## src/srq_pkg.sv

```systemverilog
// shared types, codes and limits for the sensor reading qualifier
// used by srq_cfg_regs, srq_qualify and sensor_reading_qualifier
package srq_pkg;

    // stream widths (payload packed from bit 0, padded to whole bytes)
    localparam int IN_DATA_W  = 72;
    localparam int OUT_DATA_W = 152;
    localparam int CFG_IDX_W  = 3;
    localparam int CFG_DATA_W = 16;

    // accepted reading window and spike limits, hundredths
    localparam logic signed [15:0] TEMP_MIN      = -16'sd4000;
    localparam logic signed [15:0] TEMP_MAX      = 16'sd8500;
    localparam logic signed [15:0] HUM_MIN       = 16'sd0;
    localparam logic signed [15:0] HUM_MAX       = 16'sd10000;
    localparam logic signed [16:0] TEMP_STEP_MAX = 17'sd1000;
    localparam logic signed [16:0] HUM_STEP_MAX  = 17'sd2000;

    // register reset values
    localparam logic [7:0]  ERR_LIMIT_RST = 8'd3;
    localparam logic [15:0] INTERVAL_RST  = 16'd2000;

    // configuration register indexes
    typedef enum logic [CFG_IDX_W-1:0] {
        CFG_SENSOR_PRESENT = 3'd0,
        CFG_TEMP_OFFSET    = 3'd1,
        CFG_HUM_OFFSET     = 3'd2,
        CFG_ERROR_LIMIT    = 3'd3,
        CFG_READ_INTERVAL  = 3'd4
    } t_cfg_idx;

    // result status codes
    typedef enum logic [2:0] {
        ST_OK      = 3'd0,
        ST_SKIPPED = 3'd1,
        ST_ABSENT  = 3'd2,
        ST_FAILED  = 3'd3,
        ST_RANGE   = 3'd4,
        ST_SPIKE   = 3'd5
    } t_status;

    typedef struct packed {
        logic               sensor_present;
        logic signed [11:0] temperature_offset;
        logic signed [11:0] humidity_offset;
        logic [7:0]         error_limit;
        logic [15:0]        read_interval_ms;
    } t_cfg;

    typedef struct packed {
        logic [31:0]        now_ms;
        logic               sensor_answered;
        logic signed [15:0] raw_temperature;
        logic signed [15:0] raw_humidity;
    } t_item;

    typedef struct packed {
        logic               valid_flag;
        logic signed [14:0] temperature;
        logic signed [14:0] humidity;
        logic [15:0]        error_streak;
        logic [31:0]        good_total;
        logic [31:0]        bad_total;
        logic [31:0]        last_good_time;
    } t_state;

    typedef struct packed {
        logic    accepted;
        t_status status;
        logic    sensor_healthy;
    } t_verdict;

endpackage

```

## src/srq_cfg_regs.sv

```systemverilog
// configuration register bank for the sensor reading qualifier
// depends on srq_pkg
module srq_cfg_regs (
    input  logic                             i_clk,
    input  logic                             i_rst_n,
    input  logic                             i_wr_en,
    input  logic [srq_pkg::CFG_IDX_W-1:0]    i_wr_index,
    input  logic [srq_pkg::CFG_DATA_W-1:0]   i_wr_data,
    output srq_pkg::t_cfg                    o_cfg
);

    srq_pkg::t_cfg r_cfg;
    srq_pkg::t_cfg n_cfg;

    // decode the write by register index, unknown indexes are dropped
    always_comb begin
        n_cfg = r_cfg;
        if (i_wr_en) begin
            case (srq_pkg::t_cfg_idx'(i_wr_index))
                srq_pkg::CFG_SENSOR_PRESENT: n_cfg.sensor_present     = i_wr_data[0];
                srq_pkg::CFG_TEMP_OFFSET:    n_cfg.temperature_offset = i_wr_data[11:0];
                srq_pkg::CFG_HUM_OFFSET:     n_cfg.humidity_offset    = i_wr_data[11:0];
                srq_pkg::CFG_ERROR_LIMIT:    n_cfg.error_limit        = i_wr_data[7:0];
                srq_pkg::CFG_READ_INTERVAL:  n_cfg.read_interval_ms   = i_wr_data[15:0];
                default:                     n_cfg = r_cfg;
            endcase
        end
    end

    always_ff @(posedge i_clk) begin
        if (!i_rst_n) begin
            r_cfg.sensor_present     <= 1'b0;
            r_cfg.temperature_offset <= '0;
            r_cfg.humidity_offset    <= '0;
            r_cfg.error_limit        <= srq_pkg::ERR_LIMIT_RST;
            r_cfg.read_interval_ms   <= srq_pkg::INTERVAL_RST;
        end else begin
            r_cfg <= n_cfg;
        end
    end

    assign o_cfg = r_cfg;

endmodule

```

## src/srq_qualify.sv

```systemverilog
// combinational check of one read attempt against the kept state
// depends on srq_pkg; produces the next state and the verdict fields
module srq_qualify (
    input  srq_pkg::t_cfg     i_cfg,
    input  srq_pkg::t_item    i_item,
    input  srq_pkg::t_state   i_state,
    output srq_pkg::t_state   o_state,
    output srq_pkg::t_verdict o_verdict
);

    logic [31:0]        elapsed;
    logic               too_soon;
    logic               out_of_range;
    logic signed [16:0] diff_t;
    logic signed [16:0] diff_h;
    logic               spike;
    logic signed [16:0] sum_t;
    logic signed [16:0] sum_h;
    srq_pkg::t_state    nxt;

    // interval since the last good read, a zero time always lets the read through
    assign elapsed  = i_item.now_ms - i_state.last_good_time;
    assign too_soon = (i_state.last_good_time != 32'd0) && (elapsed[31:16] == 16'd0)
                      && (elapsed[15:0] < i_cfg.read_interval_ms);

    // physical range window
    assign out_of_range = (i_item.raw_temperature < srq_pkg::TEMP_MIN)
                       || (i_item.raw_temperature > srq_pkg::TEMP_MAX)
                       || (i_item.raw_humidity < srq_pkg::HUM_MIN)
                       || (i_item.raw_humidity > srq_pkg::HUM_MAX);

    // step against the stored calibrated values
    assign diff_t = {i_item.raw_temperature[15], i_item.raw_temperature}
                  - {{2{i_state.temperature[14]}}, i_state.temperature};
    assign diff_h = {i_item.raw_humidity[15], i_item.raw_humidity}
                  - {{2{i_state.humidity[14]}}, i_state.humidity};
    assign spike  = i_state.valid_flag
                 && ((diff_t > srq_pkg::TEMP_STEP_MAX) || (diff_t < -srq_pkg::TEMP_STEP_MAX)
                  || (diff_h > srq_pkg::HUM_STEP_MAX) || (diff_h < -srq_pkg::HUM_STEP_MAX));

    // calibrated values
    assign sum_t = {i_item.raw_temperature[15], i_item.raw_temperature}
                 + {{5{i_cfg.temperature_offset[11]}}, i_cfg.temperature_offset};
    assign sum_h = {i_item.raw_humidity[15], i_item.raw_humidity}
                 + {{5{i_cfg.humidity_offset[11]}}, i_cfg.humidity_offset};

    // checks in priority order
    always_comb begin
        nxt                = i_state;
        o_verdict.accepted = 1'b0;
        o_verdict.status   = srq_pkg::ST_OK;
        if (!i_cfg.sensor_present || (!too_soon && (!i_item.sensor_answered
                                      || out_of_range || spike))) begin
            // error path: bump counters, streak saturates
            if (i_state.error_streak != 16'hFFFF) begin
                nxt.error_streak = i_state.error_streak + 16'd1;
            end
            nxt.bad_total = i_state.bad_total + 32'd1;
        end
        if (!i_cfg.sensor_present) begin
            o_verdict.status = srq_pkg::ST_ABSENT;
        end else if (too_soon) begin
            o_verdict.status   = srq_pkg::ST_SKIPPED;
            o_verdict.accepted = i_state.valid_flag;
        end else if (!i_item.sensor_answered) begin
            o_verdict.status = srq_pkg::ST_FAILED;
            nxt.valid_flag   = 1'b0;
        end else if (out_of_range) begin
            o_verdict.status = srq_pkg::ST_RANGE;
            nxt.valid_flag   = 1'b0;
        end else if (spike) begin
            o_verdict.status = srq_pkg::ST_SPIKE;
            nxt.valid_flag   = 1'b0;
        end else begin
            nxt.temperature    = sum_t[14:0];
            nxt.humidity       = sum_h[14:0];
            nxt.valid_flag     = 1'b1;
            nxt.error_streak   = '0;
            nxt.good_total     = i_state.good_total + 32'd1;
            nxt.last_good_time = i_item.now_ms;
            o_verdict.accepted = 1'b1;
        end
    end

    // health follows the updated streak
    assign o_verdict.sensor_healthy = i_cfg.sensor_present
                                   && (nxt.error_streak < {8'd0, i_cfg.error_limit});
    assign o_state = nxt;

endmodule

```

## src/sensor_reading_qualifier.sv

```systemverilog
// top level of the sensor reading qualifier: input register, state and result register
// depends on srq_pkg, srq_cfg_regs and srq_qualify
//
// Qualifies one temperature/humidity read attempt per accepted input transfer and
// returns exactly one result transfer for each. Throughput is one item per clock
// while the output is not stalled: an item sits in the input register while the
// qualifier logic runs against the kept state, and the state and result register
// update together when the item moves on, so a following item already sees the effect
// of its predecessor. The result is registered: an item passes through the input
// register and then the result register. The result register decouples the
// output side: a new item is taken while a result waits, and input ready drops only
// when both registers are full and the output is stalled. Configuration writes are
// always ready and take effect at the next edge; write them only while the block is
// idle. Input tdata: now_ms[31:0], sensor_answered[32], raw_temperature[48:33],
// raw_humidity[64:49]. Output tdata: accepted[0], status[3:1], temperature[18:4],
// humidity[33:19], value_valid[34], error_run[50:35], sensor_healthy[51],
// good_count[83:52], bad_count[115:84], last_good_ms[147:116].
module sensor_reading_qualifier (
    input  logic                              i_clk,
    input  logic                              i_rst_n,
    // input stream
    input  logic                              s_axis_tvalid,
    output logic                              s_axis_tready,
    // now_ms, sensor_answered, raw_temperature, raw_humidity, zero pad
    input  logic [srq_pkg::IN_DATA_W-1:0]     s_axis_tdata,
    // result stream
    output logic                              m_axis_tvalid,
    input  logic                              m_axis_tready,
    // accepted, status, temperature, humidity, value_valid, error_run,
    // sensor_healthy, good_count, bad_count, last_good_ms, zero pad
    output logic [srq_pkg::OUT_DATA_W-1:0]    m_axis_tdata,
    // configuration writes
    input  logic                              i_cfg_valid,
    output logic                              o_cfg_ready,
    input  logic [srq_pkg::CFG_IDX_W-1:0]     i_cfg_index,
    input  logic [srq_pkg::CFG_DATA_W-1:0]    i_cfg_data
);

    srq_pkg::t_cfg     cfg;
    srq_pkg::t_item    in_item;
    srq_pkg::t_state   n_state;
    srq_pkg::t_verdict verdict;
    logic              advance;
    logic              in_xfer;

    logic              r_in_valid;
    srq_pkg::t_item    r_in_item;
    srq_pkg::t_state   r_state;
    logic              r_out_valid;
    logic [srq_pkg::OUT_DATA_W-1:0] r_out_data;
    logic [srq_pkg::OUT_DATA_W-1:0] n_out_data;

    // configuration registers
    assign o_cfg_ready = 1'b1;

    srq_cfg_regs u_cfg (
        .i_clk      (i_clk),
        .i_rst_n    (i_rst_n),
        .i_wr_en    (i_cfg_valid),
        .i_wr_index (i_cfg_index),
        .i_wr_data  (i_cfg_data),
        .o_cfg      (cfg)
    );

    // handshake: the held item moves on when the result register frees up
    assign advance       = r_in_valid && (!r_out_valid || m_axis_tready);
    assign s_axis_tready = !r_in_valid || advance;
    assign in_xfer       = s_axis_tvalid && s_axis_tready;

    // unpack the input transfer
    assign in_item.now_ms          = s_axis_tdata[31:0];
    assign in_item.sensor_answered = s_axis_tdata[32];
    assign in_item.raw_temperature = s_axis_tdata[48:33];
    assign in_item.raw_humidity    = s_axis_tdata[64:49];

    // input register
    always_ff @(posedge i_clk) begin
        if (!i_rst_n) begin
            r_in_valid <= 1'b0;
        end else if (in_xfer) begin
            r_in_valid <= 1'b1;
        end else if (advance) begin
            r_in_valid <= 1'b0;
        end
    end

    always_ff @(posedge i_clk) begin
        if (in_xfer) begin
            r_in_item <= in_item;
        end
    end

    // qualifier logic
    srq_qualify u_qualify (
        .i_cfg     (cfg),
        .i_item    (r_in_item),
        .i_state   (r_state),
        .o_state   (n_state),
        .o_verdict (verdict)
    );

    // kept state updates only when an item is processed
    always_ff @(posedge i_clk) begin
        if (!i_rst_n) begin
            r_state <= '0;
        end else if (advance) begin
            r_state <= n_state;
        end
    end

    // result packing
    always_comb begin
        n_out_data           = '0;
        n_out_data[0]        = verdict.accepted;
        n_out_data[3:1]      = verdict.status;
        n_out_data[18:4]     = n_state.temperature;
        n_out_data[33:19]    = n_state.humidity;
        n_out_data[34]       = n_state.valid_flag;
        n_out_data[50:35]    = n_state.error_streak;
        n_out_data[51]       = verdict.sensor_healthy;
        n_out_data[83:52]    = n_state.good_total;
        n_out_data[115:84]   = n_state.bad_total;
        n_out_data[147:116]  = n_state.last_good_time;
    end

    // result register
    always_ff @(posedge i_clk) begin
        if (!i_rst_n) begin
            r_out_valid <= 1'b0;
        end else if (advance) begin
            r_out_valid <= 1'b1;
        end else if (m_axis_tready) begin
            r_out_valid <= 1'b0;
        end
    end

    always_ff @(posedge i_clk) begin
        if (advance) begin
            r_out_data <= n_out_data;
        end
    end

    assign m_axis_tvalid = r_out_valid;
    assign m_axis_tdata  = r_out_data;

endmodule
```

## config.mk

```make
export PLATFORM = sky130hd
export DESIGN_NAME = sensor_reading_qualifier
export DESIGN_NICKNAME = d
export VERILOG_FILES = /design/src/srq_pkg.sv /design/src/srq_cfg_regs.sv /design/src/srq_qualify.sv /design/src/sensor_reading_qualifier.sv
export SDC_FILE = /design/constraint.sdc
export NUM_CORES = 1
export LEC_CHECK = 0
export BUFFER_PORTS_ARGS = -buffer_cell sky130_fd_sc_hd__buf_2
export CORE_MARGIN = 10
export CORE_UTILIZATION = 35
export CTS_CLUSTER_SIZE = 20
export DETAILED_ROUTE_END_ITERATION = 10
export PLACE_DENSITY_LB_ADDON = 0.1
export SLEW_MARGIN = 25
export SYNTH_ARGS = -nofsm -noshare
export SYNTH_HDL_FRONTEND = slang
export SYNTH_HIERARCHICAL = 1
export SYNTH_SLANG_ARGS = --single-unit
```

## constraint.sdc

```tcl
create_clock -name i_clk -period 6.2 [get_ports i_clk]
set_clock_uncertainty 0.1 [all_clocks]
set_input_delay 1.24 -clock i_clk [delete_from_list [all_inputs] [get_ports i_clk]]
set_output_delay 1.24 -clock i_clk [all_outputs]
set_load 0.05 [all_outputs]
```

==> impl_metrics.ini, run 1 <==
[run_status]
status = complete, no violations

[clock_network]
cts_tree = yes
clock-root-buffer = clkbuf_16
cts.path.max_buffers = 3
h-tree-depth = 2
cts_buffers = 46
clock_latency_ns = 0.58
clk_pin_slew_worst_paths_ns = 0.06
clock-sinks = 407

[layout]
drive_above_1_share_pct = 18.00
finalNonFillerCells = 3382
nets = 2713
final_area_um2 = 26260
synthToLayoutAreaGrowth_pct = 17.16

[route]
drtIter0Drc = 837
finalWirelength_um = 58740
ant_nets = 0
wl_per_cell_um = 17.37
via_per_inst = 4.978
vias = 16840
post-route-drc-count = 0
dr.pass1.iters = 5

[worst_setup_path]
slowest_stage = or4_4
cp_max_fo = 5
crit_top_cell = a21o_1
cp_data_required_time_ns = 6.51
critical_path.endpoint_type = flop
crit_type = flop to flop
slowest_delay_ns = 0.46
crit_arrival_ns = 6.32
cp-start-kind = flop

[synth]
syn_area_um2 = 22410
ys_ff_latch = 407
syn_avg_cell_area_um2 = 9.978
yosysWarnings = 6
async_flop_share_pct = 0
ys_dominant_reg_cell = edfxtp_1
synth.yosys.seq_area_share_pct = 45.87
yosysUniqueCellTypes = 87
synth_cells = 2246
synth_edf_count = 213

[global_routing]
grt_pass1_vias = 16870
grt_use_met1_pct = 19.69
met2_usage_pct = 25.72
grt_pass1_wl_um = 92690
grt_use_total_pct = 15.30
antenna_found_initial = 7
met3_usage_pct = 3.371
grt.busiest_layer = met2
grt_max_degree = 149
grt_overflow_total = 0

[placement]
io_buffers = 238
gp_congestion = 0.8454
placed_cells = 3288
hpwl_um = 43130
pre_cts_ws_ns = -0.2578
placed_area_um2 = 24590

[pwr]
powerDensity_nw_per_um2 = 241.3
power.leakage_nw = 10.05
peakVddDrop_mv = 0.1957
total_power_mw = 6.335

[sta]
worst_pin_slew_ns = 1.019
layout_min_cycle_time_ns = 6.009
drv_slew = 0
period_share_pct = 96.92
slew_headroom_pct = 32.09
rsz0062_at_grt = true
max_freq_ghz = 0.1664
setup_tns_ns = 0
finalHoldViolations = 0
fin_ws_ns = 0.1909
setup_viol = 0

[floorplanning]
chipHeight_um = 273.0
core-area_um2 = 63200
io_pins = 251
initial_core_util_pct = 35.46
die-area_um2 = 74550
rows = 92
die_w_um = 273.0

[job]
cap_violations = 0

[worst_hold_path]
min-delay-path-class = flop to flop
[metal layers]
metal	share of wire [%]	wire length (um)
met1	46	27200
met2	47	27600
met3	4.9	2900
met4	1.7	999
met5	0.078	46
[cell type report]
class | instances | area, um2
fillers | 6217 | 36940
multi-input cells | 1622 | 11300
flip-flops and latches | 407 | 10280
repair buffers | 298 | 1718
clock buffers | 66 | 1287
well taps | 846 | 1059
inverters | 121 | 454.2
clock inverters | 20 | 153.9
diodes | 2 | 5.005
[worst max-delay path, delay by kind of cell, from the launching register on]
| kind | cells | cell delay (ns) |
|---|---|---|
| AOI/OAI and AO/OA | 12 | 1.97 |
| adders and majority gates | 3 | 0.81 |
| and+or+nand+nor | 10 | 2.22 |
| DFF | 1 | 0.39 |
| buffers and inverters | 1 | 0.19 |
| xor gates and xnor gates | 1 | 0.15 |
[flip-flops by register name, summed over array words and instances (netlist names)]
| register | cells |
|---|---|
| m_axis_tdata | 148 |
| m_axis_tvalid | 1 |
| r_in_item | 65 |
| r_in_valid | 1 |
| r_state | 143 |
| u_cfg/o_cfg | 49 |
[kinds of logic after synthesis]
group,Yosys count,synth area share [%]
AND/OR/NAND/NOR,793,16.41
XOR/XNOR,134,5.237
other,2,0.03351
buffers and inverters,220,4.528
AO/OA/AOI/OAI,333,10.25
flip-flops,407,45.87
adder cells (fa/ha/maj),121,6.923
multiplexers,236,10.74
[cell usage after synthesis, drive strengths merged, types with 47 or more instances]
library cell  instances  area share [%]
buf                  47             1.6
nand3                54             1.2
clkbuf               52            0.87
nand2               459             7.7
o21ai                75             1.7
inv                 121             2.0
mux2i               200             8.9
ha                  116             6.5
a21oi                73             1.6
xor2                 49             1.9
nor2                 66             1.1
edfxtp              213              29
xnor2                85             3.3
dfxtp               194              17
[through the flow]
step	utilization, %	hold slack, ns
after floorplan	-	0.3314
after global placement	38.91	0.3431
after detailed placement	38.91	0.3501
after CTS	41.37	0.3612
after global routing	41.55	0.3816
final	41.55	0.3593
[final timing paths]
check                               startpoint               end  slack (ns)  cells after the start
worst max register to register   r_in_item[34]  m_axis_tdata[51]        0.19                     27
worst min register to register  u_cfg/o_cfg[0]    u_cfg/o_cfg[0]        0.36                      2
worst max-delay path             r_in_item[34]  m_axis_tdata[51]        0.19                     27
worst min-delay path            u_cfg/o_cfg[0]    u_cfg/o_cfg[0]        0.36                      2
[cell usage in the layout (no fill, tap or decap), drive strengths merged, types with 73 or more instances in the layout]
master / instances
a21oi: 73
o21ai: 75
edfxtp: 213
dfxtp: 194
xnor2: 85
nand2: 459
buf: 298
mux2i: 200
inv: 124
ha: 116
[timing repair]
action	4_1_cts	5_1_grt
setup endpoints to repair	1	1
setup buffers	4	1
resized for setup	21	20
pin swaps	23	13
hold buffers	0	0
[power breakdown]
group / total [mW] / internal [mW] / switching (mW)
combinational: 0.750 / 0.253 / 0.497
clock: 2.63 / 1.50 / 1.14
sequential: 2.95 / 2.91 / 0.0445
(Power assumes the default switching activity.)
==> run 2, diff against run 1 <==
Settings changed: CTS_CLUSTER_SIZE 20 to not set, GPL_ROUTABILITY_DRIVEN set to 0, SYNTH_HIERARCHICAL 1 to not set.
==> run 2 against run 1 <==
The run now ends with setup timing left; flip-flop and latch count unchanged; worst setup slack lost 0.37 ns; combinational power is 60% higher; via count rose by 7.2%; sequential power increased by 2%; first-iteration DRC count rose by 13%; die area down 0.18%; synthesized cell count grew 2.4%; utilization up 0.68 points; global-route usage rose by 1.4 points; count of clock-buffer cells in the layout decreased by 7; largest cell class unchanged; highest routed layer unchanged.
==> impl_metrics.ini, run 2 <==
[run_status]
status = complete, but fails checks
violations = setup timing

[placement]
io_buffers = 238
pre_cts_ws_ns = -0.5599
hpwl_um = 45900

[pwr]
peakVddDrop_mv = 0.1850
p_sw_mw = 2.008
power.leakage_nw = 10.37
clockPowerShare_pct = 40.5
powerDensity_nw_per_um2 = 265.6
p_seq_share_pct = 42.6
power.internal_mw = 5.078
p_sw_share_pct = 28.34
p_comb_share_pct = 16.9

[sta]
slew_headroom_pct = 38.70
drv_slew = 0
max_freq_ghz = 0.1568
layout_min_cycle_time_ns = 6.378
fin_ws_ns = -0.1782
rsz0062_at_grt = true
finalHoldViolations = 0
setup_viol = 1
worst_pin_slew_ns = 0.9195
setup_tns_ns = -0.1782
period_share_pct = 102.9

[worst_setup_path]
crit_type = flop to flop
cp-start-kind = flop
cp_max_fo = 5
slowest_delay_ns = 0.48
crit_start = r_in_item[34]
critical_path.top_delay_family = simple AND/OR/NAND/NOR gates
crit_arrival_ns = 6.68
critical_path.endpoint_type = flop
worst-path-buf-inv = 1
rr_startpoint = r_in_item[34]
slowest_stage = or4_1
cp_data_required_time_ns = 6.50

[clock_network]
cts_buffers = 47
holdBufCountCts = 0
clock-root-buffer = clkbuf_16
clock_latency_ns = 0.60
cts_tree = yes
clk_pin_slew_worst_paths_ns = 0.06
h-tree-depth = 2
cts.path.max_buffers = 3
clock-sinks = 407

[synth]
yosysWarnings = 0
async_flop_share_pct = 0
synth.yosys.seq_area_share_pct = 45.96
synth_top_area_cell = edfxtp_1
ys_ff_latch = 407
synth_commonest_cells = 213 x edfxtp_1, 204 x nand2_1, 197 x nor2_1
ys_dominant_reg_cell = edfxtp_1
yosysUniqueCellTypes = 89
syn_area_um2 = 22370
synth_edf_count = 213
synth_top_area_share_pct = 28.60
synthTopCellsByArea = edfxtp_1 29%, dfxtp_1 17%, ha_1 6.5%
synth_cells = 2299
syn_avg_cell_area_um2 = 9.729
synth_most_common_cell = edfxtp_1

[floorplanning]
die-area_um2 = 74420
rows = 92
io_pins = 251
chipHeight_um = 272.8
die_w_um = 272.8
initial_core_util_pct = 35.39
core-area_um2 = 63200

[worst_hold_path]
min-delay-path-class = flop to flop
hold_start = u_cfg.o_cfg[1]

[route]
wl_per_cell_um = 18.46
ant_nets = 0
post-route-drc-count = 0
via_per_inst = 5.213
drtIter0Drc = 947
finalWirelength_um = 63910
dr.pass1.iters = 6
vias = 18050

[global_routing]
grt_overflow_total = 0
grt_use_total_pct = 16.66
antenna_found_initial = 4
grt_max_degree = 124
grt_pass1_vias = 18000
grt_pass1_wl_um = 100500

[layout]
nets = 2794
layout_common_cells = 238 x buf_2, 213 x edfxtp_1, 204 x nand2_1
drive_above_1_share_pct = 19.62
final_common_cell = buf_2
synthToLayoutAreaGrowth_pct = 19.29
largest_reg_flops = 148

[job]
cap_violations = 0
[run 2: cell count changes after synthesis, sizes merged, moves of 22 or more]
cell and change:
o211ai +22, clkbuf +23, nor3 +41, nand2 -255, a211oi +52, a21oi +91, mux2i -172, nor2 +131
[run 2: path summary, 6_finish.rpt]
path         cells after the start  slack, ns                to
max                             30      -0.18  m_axis_tdata[51]
min                              2       0.36    u_cfg.o_cfg[1]
max reg2reg                     30      -0.18  m_axis_tdata[51]
min reg2reg                      2       0.36    u_cfg.o_cfg[1]
[run 2: logic make-up (layout without fill, tap and decap cells)]
family                   Yosys count  count (layout)  share of synthesized area, %
flip-flops                       407             407                         45.96
buffers and inverters            248             560                         4.475
multiplexers                      72              72                         3.468
AND/OR/NAND/NOR                  758             759                         16.56
XOR/XNOR                         149             149                         5.834
adder cells (fa/ha/maj)          121             121                         6.936
other                              2               6                       0.03358
AO/OA/AOI/OAI                    542             542                         16.74
[run 2: final cells by class]
type / instances / area (um2)
multi-input cells: 1648 / 11270
inverters: 137 / 524.3
clock inverters: 28 / 311.5
fillers: 6151 / 36510
flip-flops and latches: 407 / 10280
diodes: 1 / 2.502
repair buffers: 336 / 1974
clock buffers: 59 / 1262
well taps: 846 / 1059
[run 2: layer usage]
metal / GRT usage (%) / wire [um]
met1: 21.64 / 29530
met2: 27.93 / 29890
met3: 3.197 / 3031
met4: 4.401 / 1436
met5: 0 / 33
[run 2: through the flow]
step,power [mW],instances,area [um2],hold slack [ns],util (%)
final,7.086,3462,26680,0.3559,42.22
after global routing,7.426,3461,26680,0.3816,42.22
after global placement,4.243,3359,24860,0.3453,39.33
after floorplan,3.907,2302,22460,0.3336,-
after CTS,7.174,3456,26540,0.3569,41.99
after detailed placement,4.257,3359,24860,0.3483,39.33
[run 2: repair_timing]
item                                    in CTS  in global routing
gates cloned                                 0                  1
endpoints found under the setup margin       1                 13
buffers inserted                            10                  3
resized for setup                            9                 18
pin swaps                                   28                 18
[run 2: tightest hold or removal path: stages, from the launching register on]
cell	delay (ns)
dfxtp_1	0.31
nand2_1	0.05
a21oi_1	0.05
[run 2: power groups by stage]
stage | combinational (mW) | sequential (mW) | clock (mW)
global route | 1.32 | 3.03 | 3.07
global placement | 1.17 | 3.08 | 0
finish | 1.20 | 3.02 | 2.87
CTS | 1.19 | 3.02 | 2.96
detailed placement | 1.18 | 3.08 | 0
floorplan | 0.682 | 3.22 | 0
